==> config.mk <==
export PLATFORM = sky130hd
export DESIGN_NAME = encoder_velocity_filter_unit
export DESIGN_NICKNAME = d
export VERILOG_FILES = /design/src/rtl/evf_pkg.sv /design/src/rtl/evf_serial_mult.sv /design/src/rtl/evf_wheel.sv /design/src/rtl/encoder_velocity_filter_unit.sv
export SDC_FILE = /design/constraint.sdc
export NUM_CORES = 2
export LEC_CHECK = 0
export BUFFER_PORTS_ARGS = -buffer_cell sky130_fd_sc_hd__buf_2
export CORE_MARGIN = 1.5
export CORE_UTILIZATION = 45
export DETAILED_ROUTE_END_ITERATION = 12
export PLACE_DENSITY_LB_ADDON = 0.2
export SKIP_LAST_GASP = 1
export SLEW_MARGIN = 20
export SYNTH_ARGS = -nofsm -noshare
export SYNTH_HDL_FRONTEND = slang
export SYNTH_SLANG_ARGS = --single-unit
==> constraint.sdc <==
create_clock -name clk -period 28.7 [get_ports clk]
set_input_delay 1.435 -clock clk [delete_from_list [all_inputs] [get_ports clk]]
set_output_delay 1.435 -clock clk [all_outputs]
set_load 0.1 [all_outputs]
==> src/rtl/evf_pkg.sv <==
`default_nettype none
package evf_pkg;

  // Field widths.
  localparam int CNT_W   = 16;
  localparam int DLT_W   = 16;
  localparam int GAIN_W  = 16;
  localparam int LIM_W   = 15;
  localparam int SCALE_W = 24;
  localparam int BAND_W  = 16;
  localparam int HOLD_W  = 8;
  localparam int FILT_W  = 32;
  localparam int SPEED_W = 21;

  // Digit-serial multiplier geometry.
  localparam int MC_W       = 33;
  localparam int MUL_W      = 24;
  localparam int DIGIT_W    = 4;
  localparam int STEPS      = MUL_W / DIGIT_W;
  localparam int STEP_CNT_W = $clog2(STEPS);
  localparam int HI_W       = MC_W + 1;
  localparam int SUM_W      = HI_W + DIGIT_W;
  localparam int PROD_W     = HI_W + MUL_W;

  // Fixed-point scaling.
  localparam int FILT_SH  = 15;
  localparam int SPEED_SH = 24;
  localparam int RND_W    = PROD_W - FILT_SH;
  localparam int FSUM_W   = RND_W + 1;
  localparam int SPQ_W    = PROD_W - SPEED_SH;

  localparam logic [PROD_W-1:0] RND_FILT  = PROD_W'(1) << (FILT_SH - 1);
  localparam logic [PROD_W-1:0] RND_SPEED = PROD_W'(1) << (SPEED_SH - 1);

  localparam logic [GAIN_W-1:0] GAIN_ONE = GAIN_W'(32768);
  localparam int FILT_MAX  = 2147418112;
  localparam int SPEED_MAX = 1048575;
  localparam int SPEED_MIN = -1048576;

  // Configuration port.
  localparam int CFG_IDX_W  = 3;
  localparam int CFG_DATA_W = 24;

  localparam logic [CFG_IDX_W-1:0] REG_FILTER_GAIN      = CFG_IDX_W'(0);
  localparam logic [CFG_IDX_W-1:0] REG_DELTA_LIMIT      = CFG_IDX_W'(1);
  localparam logic [CFG_IDX_W-1:0] REG_SPEED_SCALE      = CFG_IDX_W'(2);
  localparam logic [CFG_IDX_W-1:0] REG_ZERO_BAND        = CFG_IDX_W'(3);
  localparam logic [CFG_IDX_W-1:0] REG_ZERO_HOLD_FRAMES = CFG_IDX_W'(4);
  localparam logic [CFG_IDX_W-1:0] REG_INVERT_LEFT      = CFG_IDX_W'(5);
  localparam logic [CFG_IDX_W-1:0] REG_INVERT_RIGHT     = CFG_IDX_W'(6);

  localparam logic [GAIN_W-1:0]  RST_GAIN  = GAIN_W'(9830);
  localparam logic [LIM_W-1:0]   RST_LIMIT = LIM_W'(300);
  localparam logic [SCALE_W-1:0] RST_SCALE = SCALE_W'(43924);
  localparam logic [BAND_W-1:0]  RST_BAND  = BAND_W'(66);
  localparam logic [HOLD_W-1:0]  RST_HOLD  = HOLD_W'(3);

  typedef struct packed {
    logic [GAIN_W-1:0]  gain;
    logic [LIM_W-1:0]   limit;
    logic [SCALE_W-1:0] scale;
    logic [BAND_W-1:0]  band;
    logic [HOLD_W-1:0]  hold;
  } cfg_t;

  typedef struct packed {
    logic start;
    logic prime;
  } wheel_cmd_t;

endpackage
`default_nettype wire

==> src/rtl/evf_serial_mult.sv <==
`default_nettype none
module evf_serial_mult
  import evf_pkg::*;
(
  input  logic                     clk,
  input  logic                     rst_n,
  input  logic                     start,
  input  logic signed [MC_W-1:0]   mcand,
  input  logic        [MUL_W-1:0]  mult,
  output logic                     done,
  output logic signed [PROD_W-1:0] prod
);

  logic signed [MC_W-1:0]   mcand_r;
  logic [HI_W-1:0]          hi_r;
  logic [HI_W-1:0]          hi_nxt;
  logic [MUL_W-1:0]         lo_r;
  logic [MUL_W-1:0]         lo_nxt;
  logic [STEP_CNT_W-1:0]    cnt_r;
  logic                     busy_r;
  logic                     done_r;
  logic signed [DIGIT_W:0]  digit;
  logic signed [SUM_W-1:0]  pp;
  logic signed [SUM_W-1:0]  sum;

  // One multiplier digit per cycle, low digit first; the partial sum shifts
  // down into the low half as the multiplier digits shift out.
  assign digit  = $signed({1'b0, lo_r[DIGIT_W-1:0]});
  assign pp     = mcand_r * digit;
  assign sum    = $signed({{DIGIT_W{hi_r[HI_W-1]}}, hi_r}) + pp;
  assign hi_nxt = sum[SUM_W-1:DIGIT_W];
  assign lo_nxt = {sum[DIGIT_W-1:0], lo_r[MUL_W-1:DIGIT_W]};

  always_ff @(posedge clk) begin
    if (!rst_n) begin
      busy_r <= 1'b0;
      done_r <= 1'b0;
      cnt_r  <= '0;
    end else begin
      done_r <= 1'b0;
      if (start) begin
        busy_r <= 1'b1;
        cnt_r  <= '0;
      end else if (busy_r) begin
        cnt_r <= cnt_r + STEP_CNT_W'(1);
        if (cnt_r == STEP_CNT_W'(STEPS - 1)) begin
          busy_r <= 1'b0;
          done_r <= 1'b1;
        end
      end
    end
  end

  always_ff @(posedge clk) begin
    if (start) begin
      mcand_r <= mcand;
      hi_r    <= '0;
      lo_r    <= mult;
    end else if (busy_r) begin
      hi_r <= hi_nxt;
      lo_r <= lo_nxt;
    end
  end

  assign done = done_r;
  assign prod = $signed({hi_r, lo_r});

endmodule
`default_nettype wire

==> src/rtl/evf_wheel.sv <==
`default_nettype none
module evf_wheel
  import evf_pkg::*;
(
  input  logic                      clk,
  input  logic                      rst_n,
  input  wheel_cmd_t                cmd,
  input  logic [CNT_W-1:0]          count,
  input  logic                      inv,
  input  cfg_t                      cfg,
  output logic                      done,
  output logic signed [SPEED_W-1:0] speed,
  output logic signed [FILT_W-1:0]  filt
);

  localparam logic [2:0] S_IDLE  = 3'd0;
  localparam logic [2:0] S_LOAD1 = 3'd1;
  localparam logic [2:0] S_MUL1  = 3'd2;
  localparam logic [2:0] S_FILT  = 3'd3;
  localparam logic [2:0] S_LOAD2 = 3'd4;
  localparam logic [2:0] S_MUL2  = 3'd5;
  localparam logic [2:0] S_HOLD  = 3'd6;

  logic [2:0]                state_r;
  logic [2:0]                state_nxt;
  logic                      done_r;
  logic [CNT_W-1:0]          prev_r;
  logic signed [FILT_W-1:0]  filt_r;
  logic signed [SPEED_W-1:0] vspd_r;
  logic [HOLD_W-1:0]         run_r;
  logic signed [DLT_W-1:0]   d_r;
  logic signed [RND_W-1:0]   rnd_r;
  logic signed [SPEED_W-1:0] spd_c_r;
  logic signed [SPEED_W-1:0] res_spd_r;

  logic [CNT_W-1:0]          raw;
  logic signed [DLT_W:0]     dx;
  logic signed [DLT_W:0]     dn;
  logic signed [DLT_W:0]     lim_s;
  logic signed [DLT_W:0]     neg_lim;
  logic signed [DLT_W-1:0]   d_c;
  logic [GAIN_W-1:0]         g;

  logic                      mul_start;
  logic signed [MC_W-1:0]    mul_mcand;
  logic [MUL_W-1:0]          mul_mult;
  logic                      mul_done;
  logic signed [PROD_W-1:0]  prod;

  logic [PROD_W-1:0]         t1;
  logic [PROD_W-1:0]         t2;
  logic signed [FSUM_W-1:0]  fsum;
  logic signed [FSUM_W-1:0]  f_max_s;
  logic signed [FSUM_W-1:0]  f_min_s;
  logic signed [FILT_W-1:0]  f_c;
  logic signed [SPQ_W-1:0]   q2;
  logic signed [SPQ_W-1:0]   s_max_s;
  logic signed [SPQ_W-1:0]   s_min_s;
  logic signed [SPEED_W-1:0] s_c;
  logic signed [SPEED_W:0]   spd_x;
  logic [SPEED_W:0]          mag;
  logic                      near;
  logic [HOLD_W-1:0]         run_inc;

  // Count difference, modulo the counter width, read as signed.
  assign raw     = count - prev_r;
  assign dx      = $signed({raw[CNT_W-1], raw});
  assign dn      = inv ? -dx : dx;
  assign lim_s   = $signed({2'b00, cfg.limit});
  assign neg_lim = -lim_s;

  always_comb begin
    if (dn > lim_s) begin
      d_c = lim_s[DLT_W-1:0];
    end else if (dn < neg_lim) begin
      d_c = neg_lim[DLT_W-1:0];
    end else begin
      d_c = dn[DLT_W-1:0];
    end
  end

  assign g = (cfg.gain > GAIN_ONE) ? GAIN_ONE : cfg.gain;

  // The filter g*(d<<16) + (1-g)*filt is computed as g*((d<<16) - filt) + filt,
  // so each update needs only one multiply.
  assign mul_start = (state_r == S_LOAD1) || (state_r == S_LOAD2);
  assign mul_mcand = (state_r == S_LOAD1)
                     ? $signed({d_r[DLT_W-1], d_r, {CNT_W{1'b0}}})
                       - $signed({filt_r[FILT_W-1], filt_r})
                     : $signed({filt_r[FILT_W-1], filt_r});
  assign mul_mult  = (state_r == S_LOAD1) ? {{(MUL_W - GAIN_W){1'b0}}, g} : cfg.scale;

  evf_serial_mult u_mult (
    .clk   (clk),
    .rst_n (rst_n),
    .start (mul_start),
    .mcand (mul_mcand),
    .mult  (mul_mult),
    .done  (mul_done),
    .prod  (prod)
  );

  // Round to nearest with ties upward: add half, then shift arithmetically.
  assign t1      = prod + RND_FILT;
  assign fsum    = $signed({rnd_r[RND_W-1], rnd_r})
                   + $signed({{(FSUM_W - FILT_W){filt_r[FILT_W-1]}}, filt_r});
  assign f_max_s = FSUM_W'(FILT_MAX);
  assign f_min_s = -f_max_s;

  always_comb begin
    if (fsum > f_max_s) begin
      f_c = f_max_s[FILT_W-1:0];
    end else if (fsum < f_min_s) begin
      f_c = f_min_s[FILT_W-1:0];
    end else begin
      f_c = fsum[FILT_W-1:0];
    end
  end

  assign t2      = prod + RND_SPEED;
  assign q2      = $signed(t2[PROD_W-1:SPEED_SH]);
  assign s_max_s = SPQ_W'(SPEED_MAX);
  assign s_min_s = SPQ_W'(SPEED_MIN);

  always_comb begin
    if (q2 > s_max_s) begin
      s_c = s_max_s[SPEED_W-1:0];
    end else if (q2 < s_min_s) begin
      s_c = s_min_s[SPEED_W-1:0];
    end else begin
      s_c = q2[SPEED_W-1:0];
    end
  end

  assign spd_x   = $signed({spd_c_r[SPEED_W-1], spd_c_r});
  assign mag     = spd_c_r[SPEED_W-1] ? -spd_x : spd_x;
  assign near    = mag < {{(SPEED_W + 1 - BAND_W){1'b0}}, cfg.band};
  assign run_inc = (run_r == {HOLD_W{1'b1}}) ? run_r : run_r + HOLD_W'(1);

  always_comb begin
    state_nxt = state_r;
    case (state_r)
      S_IDLE: begin
        if (cmd.start && !cmd.prime) begin
          state_nxt = S_LOAD1;
        end
      end
      S_LOAD1: state_nxt = S_MUL1;
      S_MUL1: begin
        if (mul_done) begin
          state_nxt = S_FILT;
        end
      end
      S_FILT:  state_nxt = S_LOAD2;
      S_LOAD2: state_nxt = S_MUL2;
      S_MUL2: begin
        if (mul_done) begin
          state_nxt = S_HOLD;
        end
      end
      S_HOLD:  state_nxt = S_IDLE;
      default: state_nxt = S_IDLE;
    endcase
  end

  always_ff @(posedge clk) begin
    if (!rst_n) begin
      state_r <= S_IDLE;
      done_r  <= 1'b0;
      prev_r  <= '0;
      filt_r  <= '0;
      vspd_r  <= '0;
      run_r   <= '0;
    end else begin
      state_r <= state_nxt;
      done_r  <= 1'b0;
      if (state_r == S_IDLE && cmd.start) begin
        prev_r <= count;
        if (cmd.prime) begin
          done_r <= 1'b1;
        end
      end
      if (state_r == S_FILT) begin
        filt_r <= f_c;
      end
      if (state_r == S_HOLD) begin
        done_r <= 1'b1;
        if (near) begin
          run_r <= run_inc;
          if (run_inc >= cfg.hold) begin
            vspd_r <= '0;
          end
        end else begin
          run_r  <= '0;
          vspd_r <= spd_c_r;
        end
      end
    end
  end

  always_ff @(posedge clk) begin
    if (state_r == S_IDLE && cmd.start) begin
      d_r <= d_c;
      if (cmd.prime) begin
        res_spd_r <= '0;
      end
    end
    if (state_r == S_MUL1 && mul_done) begin
      rnd_r <= $signed(t1[PROD_W-1:FILT_SH]);
    end
    if (state_r == S_MUL2 && mul_done) begin
      spd_c_r <= s_c;
    end
    if (state_r == S_HOLD) begin
      // A short dip into the zero band shows the last valid speed.
      if (near && run_inc < cfg.hold) begin
        res_spd_r <= vspd_r;
      end else begin
        res_spd_r <= spd_c_r;
      end
    end
  end

  assign done  = done_r;
  assign speed = res_spd_r;
  assign filt  = filt_r;

endmodule
`default_nettype wire

==> src/rtl/encoder_velocity_filter_unit.sv <==
// Each item runs through two six-step passes of each wheel's 4-bit-digit serial
// multiplier, one for the filter and one for the speed; the first item after
// reset only records the counts and gives a zero result. A new item is taken
// only after the last result has been loaded into the output register.
// Reset (rst_n low, synchronous): registers return to their defaults, the
// filter and hold state clear, and the next item primes the counters.
`default_nettype none
module encoder_velocity_filter_unit
  import evf_pkg::*;
(
  input  logic                      clk,
  input  logic                      rst_n,
  input  logic                      in_valid,
  output logic                      in_stall,
  input  logic [CNT_W-1:0]          in_count_left,
  input  logic [CNT_W-1:0]          in_count_right,
  output logic                      out_valid,
  input  logic                      out_stall,
  output logic signed [SPEED_W-1:0] out_speed_left,
  output logic signed [SPEED_W-1:0] out_speed_right,
  output logic signed [FILT_W-1:0]  out_filtered_left,
  output logic signed [FILT_W-1:0]  out_filtered_right,
  input  logic                      cfg_wr_en,
  input  logic [CFG_IDX_W-1:0]      cfg_index,
  input  logic [CFG_DATA_W-1:0]     cfg_wdata
);

  localparam logic [1:0] T_IDLE = 2'd0;
  localparam logic [1:0] T_RUN  = 2'd1;
  localparam logic [1:0] T_WAIT = 2'd2;

  logic [1:0]                state_r;
  logic [1:0]                state_nxt;
  logic                      primed_r;
  cfg_t                      cfg_r;
  logic                      inv_left_r;
  logic                      inv_right_r;
  logic                      out_valid_r;
  logic signed [SPEED_W-1:0] out_speed_left_r;
  logic signed [SPEED_W-1:0] out_speed_right_r;
  logic signed [FILT_W-1:0]  out_filt_left_r;
  logic signed [FILT_W-1:0]  out_filt_right_r;

  logic                      accept;
  logic                      out_free;
  logic                      load;
  wheel_cmd_t                cmd;
  logic                      wl_done;
  logic                      wr_done;
  logic signed [SPEED_W-1:0] wl_speed;
  logic signed [SPEED_W-1:0] wr_speed;
  logic signed [FILT_W-1:0]  wl_filt;
  logic signed [FILT_W-1:0]  wr_filt;

  always_ff @(posedge clk) begin
    if (!rst_n) begin
      cfg_r.gain  <= RST_GAIN;
      cfg_r.limit <= RST_LIMIT;
      cfg_r.scale <= RST_SCALE;
      cfg_r.band  <= RST_BAND;
      cfg_r.hold  <= RST_HOLD;
      inv_left_r  <= 1'b1;
      inv_right_r <= 1'b0;
    end else if (cfg_wr_en) begin
      case (cfg_index)
        REG_FILTER_GAIN:      cfg_r.gain  <= cfg_wdata[GAIN_W-1:0];
        REG_DELTA_LIMIT:      cfg_r.limit <= cfg_wdata[LIM_W-1:0];
        REG_SPEED_SCALE:      cfg_r.scale <= cfg_wdata[SCALE_W-1:0];
        REG_ZERO_BAND:        cfg_r.band  <= cfg_wdata[BAND_W-1:0];
        REG_ZERO_HOLD_FRAMES: cfg_r.hold  <= cfg_wdata[HOLD_W-1:0];
        REG_INVERT_LEFT:      inv_left_r  <= cfg_wdata[0];
        REG_INVERT_RIGHT:     inv_right_r <= cfg_wdata[0];
        default: ;
      endcase
    end
  end

  assign in_stall  = (state_r != T_IDLE);
  assign accept    = in_valid && !in_stall;
  assign cmd.start = accept;
  assign cmd.prime = !primed_r;

  // The output register frees up in the same cycle that its item is taken.
  assign out_free = !out_valid_r || !out_stall;
  assign load     = ((state_r == T_RUN && wl_done) || state_r == T_WAIT) && out_free;

  evf_wheel u_wheel_left (
    .clk   (clk),
    .rst_n (rst_n),
    .cmd   (cmd),
    .count (in_count_left),
    .inv   (inv_left_r),
    .cfg   (cfg_r),
    .done  (wl_done),
    .speed (wl_speed),
    .filt  (wl_filt)
  );

  evf_wheel u_wheel_right (
    .clk   (clk),
    .rst_n (rst_n),
    .cmd   (cmd),
    .count (in_count_right),
    .inv   (inv_right_r),
    .cfg   (cfg_r),
    .done  (wr_done),
    .speed (wr_speed),
    .filt  (wr_filt)
  );

  always_comb begin
    state_nxt = state_r;
    case (state_r)
      T_IDLE: begin
        if (accept) begin
          state_nxt = T_RUN;
        end
      end
      T_RUN: begin
        if (wl_done) begin
          state_nxt = out_free ? T_IDLE : T_WAIT;
        end
      end
      T_WAIT: begin
        if (out_free) begin
          state_nxt = T_IDLE;
        end
      end
      default: state_nxt = T_IDLE;
    endcase
  end

  always_ff @(posedge clk) begin
    if (!rst_n) begin
      state_r     <= T_IDLE;
      primed_r    <= 1'b0;
      out_valid_r <= 1'b0;
    end else begin
      state_r <= state_nxt;
      if (accept) begin
        primed_r <= 1'b1;
      end
      if (load) begin
        out_valid_r <= 1'b1;
      end else if (!out_stall) begin
        out_valid_r <= 1'b0;
      end
    end
  end

  always_ff @(posedge clk) begin
    if (load) begin
      out_speed_left_r  <= wl_speed;
      out_speed_right_r <= wr_speed;
      out_filt_left_r   <= wl_filt;
      out_filt_right_r  <= wr_filt;
    end
  end

  assign out_valid          = out_valid_r;
  assign out_speed_left     = out_speed_left_r;
  assign out_speed_right    = out_speed_right_r;
  assign out_filtered_left  = out_filt_left_r;
  assign out_filtered_right = out_filt_right_r;

  // Both wheel lanes run in lockstep.
  a_lanes_lockstep: assert property (@(posedge clk) disable iff (!rst_n)
    wl_done == wr_done)
    else $error("wheel lanes finished in different cycles");

  a_done_while_run: assert property (@(posedge clk) disable iff (!rst_n)
    wl_done |-> state_r == T_RUN)
    else $error("wheel finished while no item was in flight");

  a_new_result_source: assert property (@(posedge clk) disable iff (!rst_n)
    $rose(out_valid_r) |-> $past(state_r == T_WAIT || (state_r == T_RUN && wl_done)))
    else $error("result appeared without a finished item");

  a_filt_range: assert property (@(posedge clk) disable iff (!rst_n)
    out_valid_r |-> (out_filt_left_r <= FILT_MAX && out_filt_left_r >= -FILT_MAX &&
                     out_filt_right_r <= FILT_MAX && out_filt_right_r >= -FILT_MAX))
    else $error("filter output outside its saturation range");

endmodule
`default_nettype wire

## Word-level counts from Yosys, hierarchy flattened

Index checks and enable logic that the tools add are counted.

| word-level totals | value |
|---|---|
| input bits | 64 |
| output and inout port bits | 108 |
| register bits | 746 |

| operators by class | value |
|---|---|
| equal/unequal tests | 38 |
| multiply operators | 2 |
| bitwise gates (word level) | 3 |
| add/subtract/negate cells | 21 |
| reductions and logical operators | 46 |
| muxes and demuxes | 63 |
| $lt $le $gt $ge | 19 |

Operator list:

| kind | number |
|---|---|
| two-way mux 21 bit | 13 |
| two-way mux 24 bit | 6 |
| two-way mux 32 bit | 4 |
| adder 58 x 15 -> 58 bit (second input constant) | 2 |
| adder 58 x 24 -> 58 bit (second input constant) | 2 |
| adder 43 x 32 -> 44 bit | 2 |
| greater-than comparator 44 x 32 -> 1 bit (second input constant) | 2 |
| less-than comparator 44 x 32 -> 1 bit (second input constant) | 2 |
| adder 34 x 38 -> 38 bit | 2 |
| multiplier 33 x 5 -> 38 bit | 2 |
| greater-than comparator 34 x 21 -> 1 bit (second input constant) | 2 |
| less-than comparator 34 x 21 -> 1 bit (second input constant) | 2 |
| two-way mux 33 bit | 2 |
| subtractor 32 x 32 -> 33 bit | 2 |
| two-way mux 16 bit | 3 |
| less-than comparator 22 x 16 -> 1 bit | 2 |
| two-way mux 22 bit | 2 |
| negator 21 -> 22 bit | 2 |
| case mux 3 bit (6 select lines) | 2 |
| greater-than comparator 17 x 16 -> 1 bit | 2 |
| less-than comparator 17 bit | 2 |
| two-way mux 17 bit | 2 |
| negator 16 -> 17 bit | 2 |
| equality test 3 bit (second input constant) | 11 |
| other kinds (31) | 117 |

## Depth between registers and ports, before layout

| depth | value |
|---|---|
| depth after elaboration | 6 |
| gate-level depth with buffers | 26 |
| gate-level depth less buffers | 24 |

## Hierarchy

From an unflattened synthesis, not the netlist that was laid out.

| second synthesis, totals | value |
|---|---|
| cell total of the unflattened synthesis | 6286 |
| area total of the unflattened synthesis | 56780.7 µm² |

By module, submodules not included:

| module | cells an instance | area each (µm²) | seq. area each (µm²) | instances |
|---|---|---|---|---|
| evf_wheel at u_wheel_right | 1991 | 16037.9 | 4654.5 | 1 |
| evf_wheel at u_wheel_left | 1979 | 15955.3 | 4654.5 | 1 |
| evf_serial_mult at u_wheel_left.u_mult | 949 | 9138.8 | 2492.4 | 1 |
| evf_serial_mult at u_wheel_right.u_mult | 930 | 9105.0 | 2492.4 | 1 |
| encoder_velocity_filter_unit | 437 | 6543.8 | 4884.7 | 1 |

## Least setup slack after synthesis

OpenSTA, ideal clock, no wires.

| timing path | value |
|---|---|
| path kind | input to register |
| start | input port out_stall |
| end | register out_filt_left_r[0], in the netlist out_filtered_left[0] (enable) |
| data required time | 27.969 ns |
| setup time | 0.731 ns |
| arrival time | 9.112 ns |
| cell stages on the path | 1 |
| buffers on the path | 0 |
| setup slack | 18.857 ns |
| cell sequence | a21boi_0 |

| on the way | value |
|---|---|
| longest elaborated chain between the ends | 3 |

Ends and longest elaborated chain:

| what | RTL line | text |
|---|---|---|
| from (decl) | encoder_velocity_filter_unit.sv:18 | `input logic out_stall,` |
| zero test 1 bit | -- |  |
| logical OR 1 bit | encoder_velocity_filter_unit.sv:84 | `assign out_free = !out_valid_r \|\| !out_stall;` |
| logical AND 1 bit | encoder_velocity_filter_unit.sv:85 | `assign load = ((state_r == T_RUN && wl_done) \|\| state_r == T_WAIT) && out_free;` |
| to (signal assigned) | encoder_velocity_filter_unit.sv:155 | `out_filt_left_r <= wl_filt;` |
| to (decl) | encoder_velocity_filter_unit.sv:41 | `logic signed [FILT_W-1:0] out_filt_left_r;` |

No other way between the ends.
A chain may end at the register's enable or synchronous reset.

## Worst setup path in the final report

| timing path | value |
|---|---|
| start | input port in_count_right[0] |
| end | register u_wheel_right.d_r[9], data pin |

| on the way | value |
|---|---|
| longest elaborated chain between the ends | 6 |
| elaborated cells on any way between the ends | 7 |

Ends and longest elaborated chain:

| what | RTL line | text |
|---|---|---|
| from (decl) | encoder_velocity_filter_unit.sv:16 | `input logic [CNT_W-1:0] in_count_right,` |
| subtractor 16 bit * | evf_wheel.sv:66 | `assign raw = count - prev_r;` |
| negator 16 -> 17 bit | evf_wheel.sv:68 | `assign dn = inv ? -dx : dx;` |
| two-way mux 17 bit * | evf_wheel.sv:68 |  |
| less-than comparator 17 bit | evf_wheel.sv:75 | `end else if (dn < neg_lim) begin` |
| two-way mux 16 bit | evf_wheel.sv:75 |  |
| two-way mux 15 bit * | evf_wheel.sv:73 | `if (dn > lim_s) begin` |
| named net u_wheel_right.d_c[9] | evf_wheel.sv:41 | `logic signed [DLT_W-1:0] d_c;` |
| to (signal assigned) | evf_wheel.sv:203 | `d_r <= d_c;` |
| to (decl) | evf_wheel.sv:31 | `logic signed [DLT_W-1:0] d_r;` |

The timed path passes the listed nets; every way through them passes the cells marked *.

==> out/metrics.cfg <==
[floorplanning]
die_w_um=348.6
initial_core_util=0.4546
core-area_um2=118200
io-pin-count=172
dieArea_um2=121500
die_height_um=348.6
num_rows=126

[flow_run]
drv_cap=0

[route]
totalWireLength_um=153300
viasPerCell=5.796
num_vias=42930
drt-initial-drc-count=3629
detail-route-antenna-nets=0
wire_per_inst_um=20.70
drc_errors=0
dr.pass1.iters=6

[sta]
min_period_ps=7313
slew_violations=0
finalSetupTns_ps=0
hold_viol_final=0
fin_skew_ps=23.19
slew_headroom=0.2693
tightest_slew_ps=1096
rsz0062_at_grt=no
fin_crit_sh=0.2548
whs_ps=409.9
timing.fmax_mhz=136.8
setup_viol=0

[place]
io_buffer_count=171
placed_area_um2=56020
gp_congestion=0.9726
hpwl_um=116600

[grt]
grt-ovfl-total=0
grt_pass1_vias=41180
grt_pass1_wl_um=238300
grt_use_total=0.2495
antenna_found_initial=7
use_met3=0.03885
gr-usage-met2=0.3909
met1_usage=0.3568
globalRoute.busiestLayer=met2
grt_max_degree=70

[clocking]
cts_resized=0
clkLatencyLatePin_ps=710
cts_buffers=88
cts-root-buf=clkbuf_16
cts_tree=yes
clock-sinks=746
path_clk_slew_ps=60
htree_levels=3
cts_buffer_depth=3
cts_hold_buf=0
cts_setup_buffers=0

[yosys]
synth-edff-count=422
synth_common_cells=nand2_1, ha_1, edfxtp_1
synth_ff_type=edfxtp_1
synth.net_count=6432
yosysTopAreaCellShare=0.2357
synthArstFlopShare=0
synth_area_leaders=edfxtp_1, dfxtp_1, ha_1, fa_1, xnor2_1
synth.avg_cell_area_um2=9.363
synthCells=5741
ys_seq_area_frac=0.3564
synth_cell_types=97
synth_area_um2=53760
synth.most_common_cell=nand2_1
yosysWarnings=0
ys_ff_latch=746
synth_area_leader_cell=edfxtp_1

[cells_and_area]
final_area_um2=59000
area_growth_pct=9.760
fillers=11010
fin_nets=6485
multiInputGateArea_um2=32790
regArea_um2=19160
drive_gt1_frac=0.07548

[critical_path]
arrival_ps=7760
worstSetupPathType=input pin to register
path_max_fanout=13
worst_setup_path_end_kind=register
worstSetupStartpointType=input pin
cp.required_ps=29150

[worst_hold_path]
hp-class=register to register

[power]
pwr_density_cell_nw_per_um2=68.45
p_leak_uw=0.02343
ir_drop_mv=0.05936

[run_status]
status=finished, final reports clean

through the flow:
stage | setup WS, ps | utilization | std cells | total power, uW
after floorplan | 18860 | - | 5741 | 2537
after global placement | 20660 | 0.4738 | 7237 | 2885
after detailed placement | 20660 | 0.4738 | 7237 | 2910
after CTS | 21410 | 0.4986 | 7402 | 4065
after global routing | 20960 | 0.4990 | 7405 | 4317
final | 21390 | 0.4990 | 7406 | 4039
final timing paths:
kind                                                    from                            end  slack [ps]  cells past startpoint
worst max-delay path                       in_count_right[0]           u_wheel_right.d_r[9]       21390                     25
worst min-delay path                  u_wheel_right.speed[2]             out_speed_right[2]         410                      0
worst max register to register  u_wheel_right.u_mult.lo_r[0]  u_wheel_right.u_mult.hi_r[32]       21810                     18
worst min register to register        u_wheel_right.speed[2]             out_speed_right[2]         410                      0
routing by layer:
| layer | share of wire | up-vias |
|---|---|---|
| met5 | 0.00022 | - |
| met4 | 0.023 | 6 |
| met3 | 0.064 | 210 |
| met2 | 0.45 | 1176 |
| met1 | 0.46 | 20910 |
| li1 | - | 20630 |
sequential cells by signal (all words and copies together) (netlist names), 32 cells and up:
| register | cells |
|---|---|
| cfg_r | 79 |
| u_wheel_right.rnd_r | 43 |
| u_wheel_left.filt | 32 |
| out_filtered_left | 32 |
| u_wheel_right.u_mult.mcand_r | 33 |
| u_wheel_right.u_mult.hi_r | 34 |
| out_filtered_right | 32 |
| u_wheel_right.filt | 32 |
| u_wheel_left.u_mult.mcand_r | 33 |
| u_wheel_left.u_mult.hi_r | 34 |
| u_wheel_left.rnd_r | 43 |
kinds of logic (layout without fill, tap and decap cells):
logic type	after synthesis	in the layout	share of synthesized area
adders and majority gates	627	627	0.1744
AOI/OAI and AO/OA	1276	1276	0.1516
and+or+nand+nor	2010	2010	0.1840
buffers and inverters	506	634	0.03598
other	0	1	0
muxes	150	150	0.02816
DFF	746	746	0.3564
xor gates and xnor gates	426	426	0.06941
where the power goes:
part | leakage (uW) | internal, uW | switching (uW)
Combinational | 0.0154 | 661 | 850
Clock | 0.00142 | 652 | 487
Sequential | 0.00658 | 1230 | 154
placed cells by master (no fill, tap or decap), drive strengths merged, types with 13 or more instances in the layout:
cell / n
nand3b: 16
o21a: 30
fa: 204
a22o: 22
a21o: 102
nand2: 625
a21oi: 405
nand2b: 61
ha: 423
o211ai: 42
a211oi: 50
inv: 253
o21ai: 322
edfxtp: 422
buf: 223
clkinv: 28
or4: 19
xnor2: 277
a31oi: 35
nor3: 93
o31ai: 40
and4: 13
or2: 15
nand4: 75
nor2: 384
mux2i: 140
or3: 42
dfxtp: 324
a221o: 22
nor2b: 65
and3: 55
o21bai: 22
a211o: 15
a2111oi: 13
nor4: 32
clkbuf: 118
o41ai: 17
xor2: 149
nand3: 180
and2: 300
layout make-up:
cell class / count / share of cell area
Clock inverter: 47 / 0.008907
Multi-Input combinational cell: 4489 / 0.5558
Inverter: 246 / 0.01573
Antenna cell: 1 / 0.00004241
Clock buffer: 118 / 0.04078
Sequential cell: 746 / 0.3248
Timing Repair Buffer: 223 / 0.02144
Tap cell: 1536 / 0.03257
worst max-delay path, stage by stage:
cell,delay (ps)
buf_2,110
inv_1,50
ha_1,160
inv_1,50
fa_1,390
a21o_1,210
a311o_1,380
a21oi_1,180
xnor2_1,110
or3_1,430
or4_1,520
o21ai_0,240
xnor2_1,260
ha_1,330
a21o_1,180
a21oi_1,140
nor2b_1,60
o21ai_0,160
nand2b_1,80
a221oi_1,290
a31o_2,180
a21oi_1,80
o31ai_2,690
nand2_1,590
mux2_2,430
Note: power is estimated with default switching activity, not from simulation.
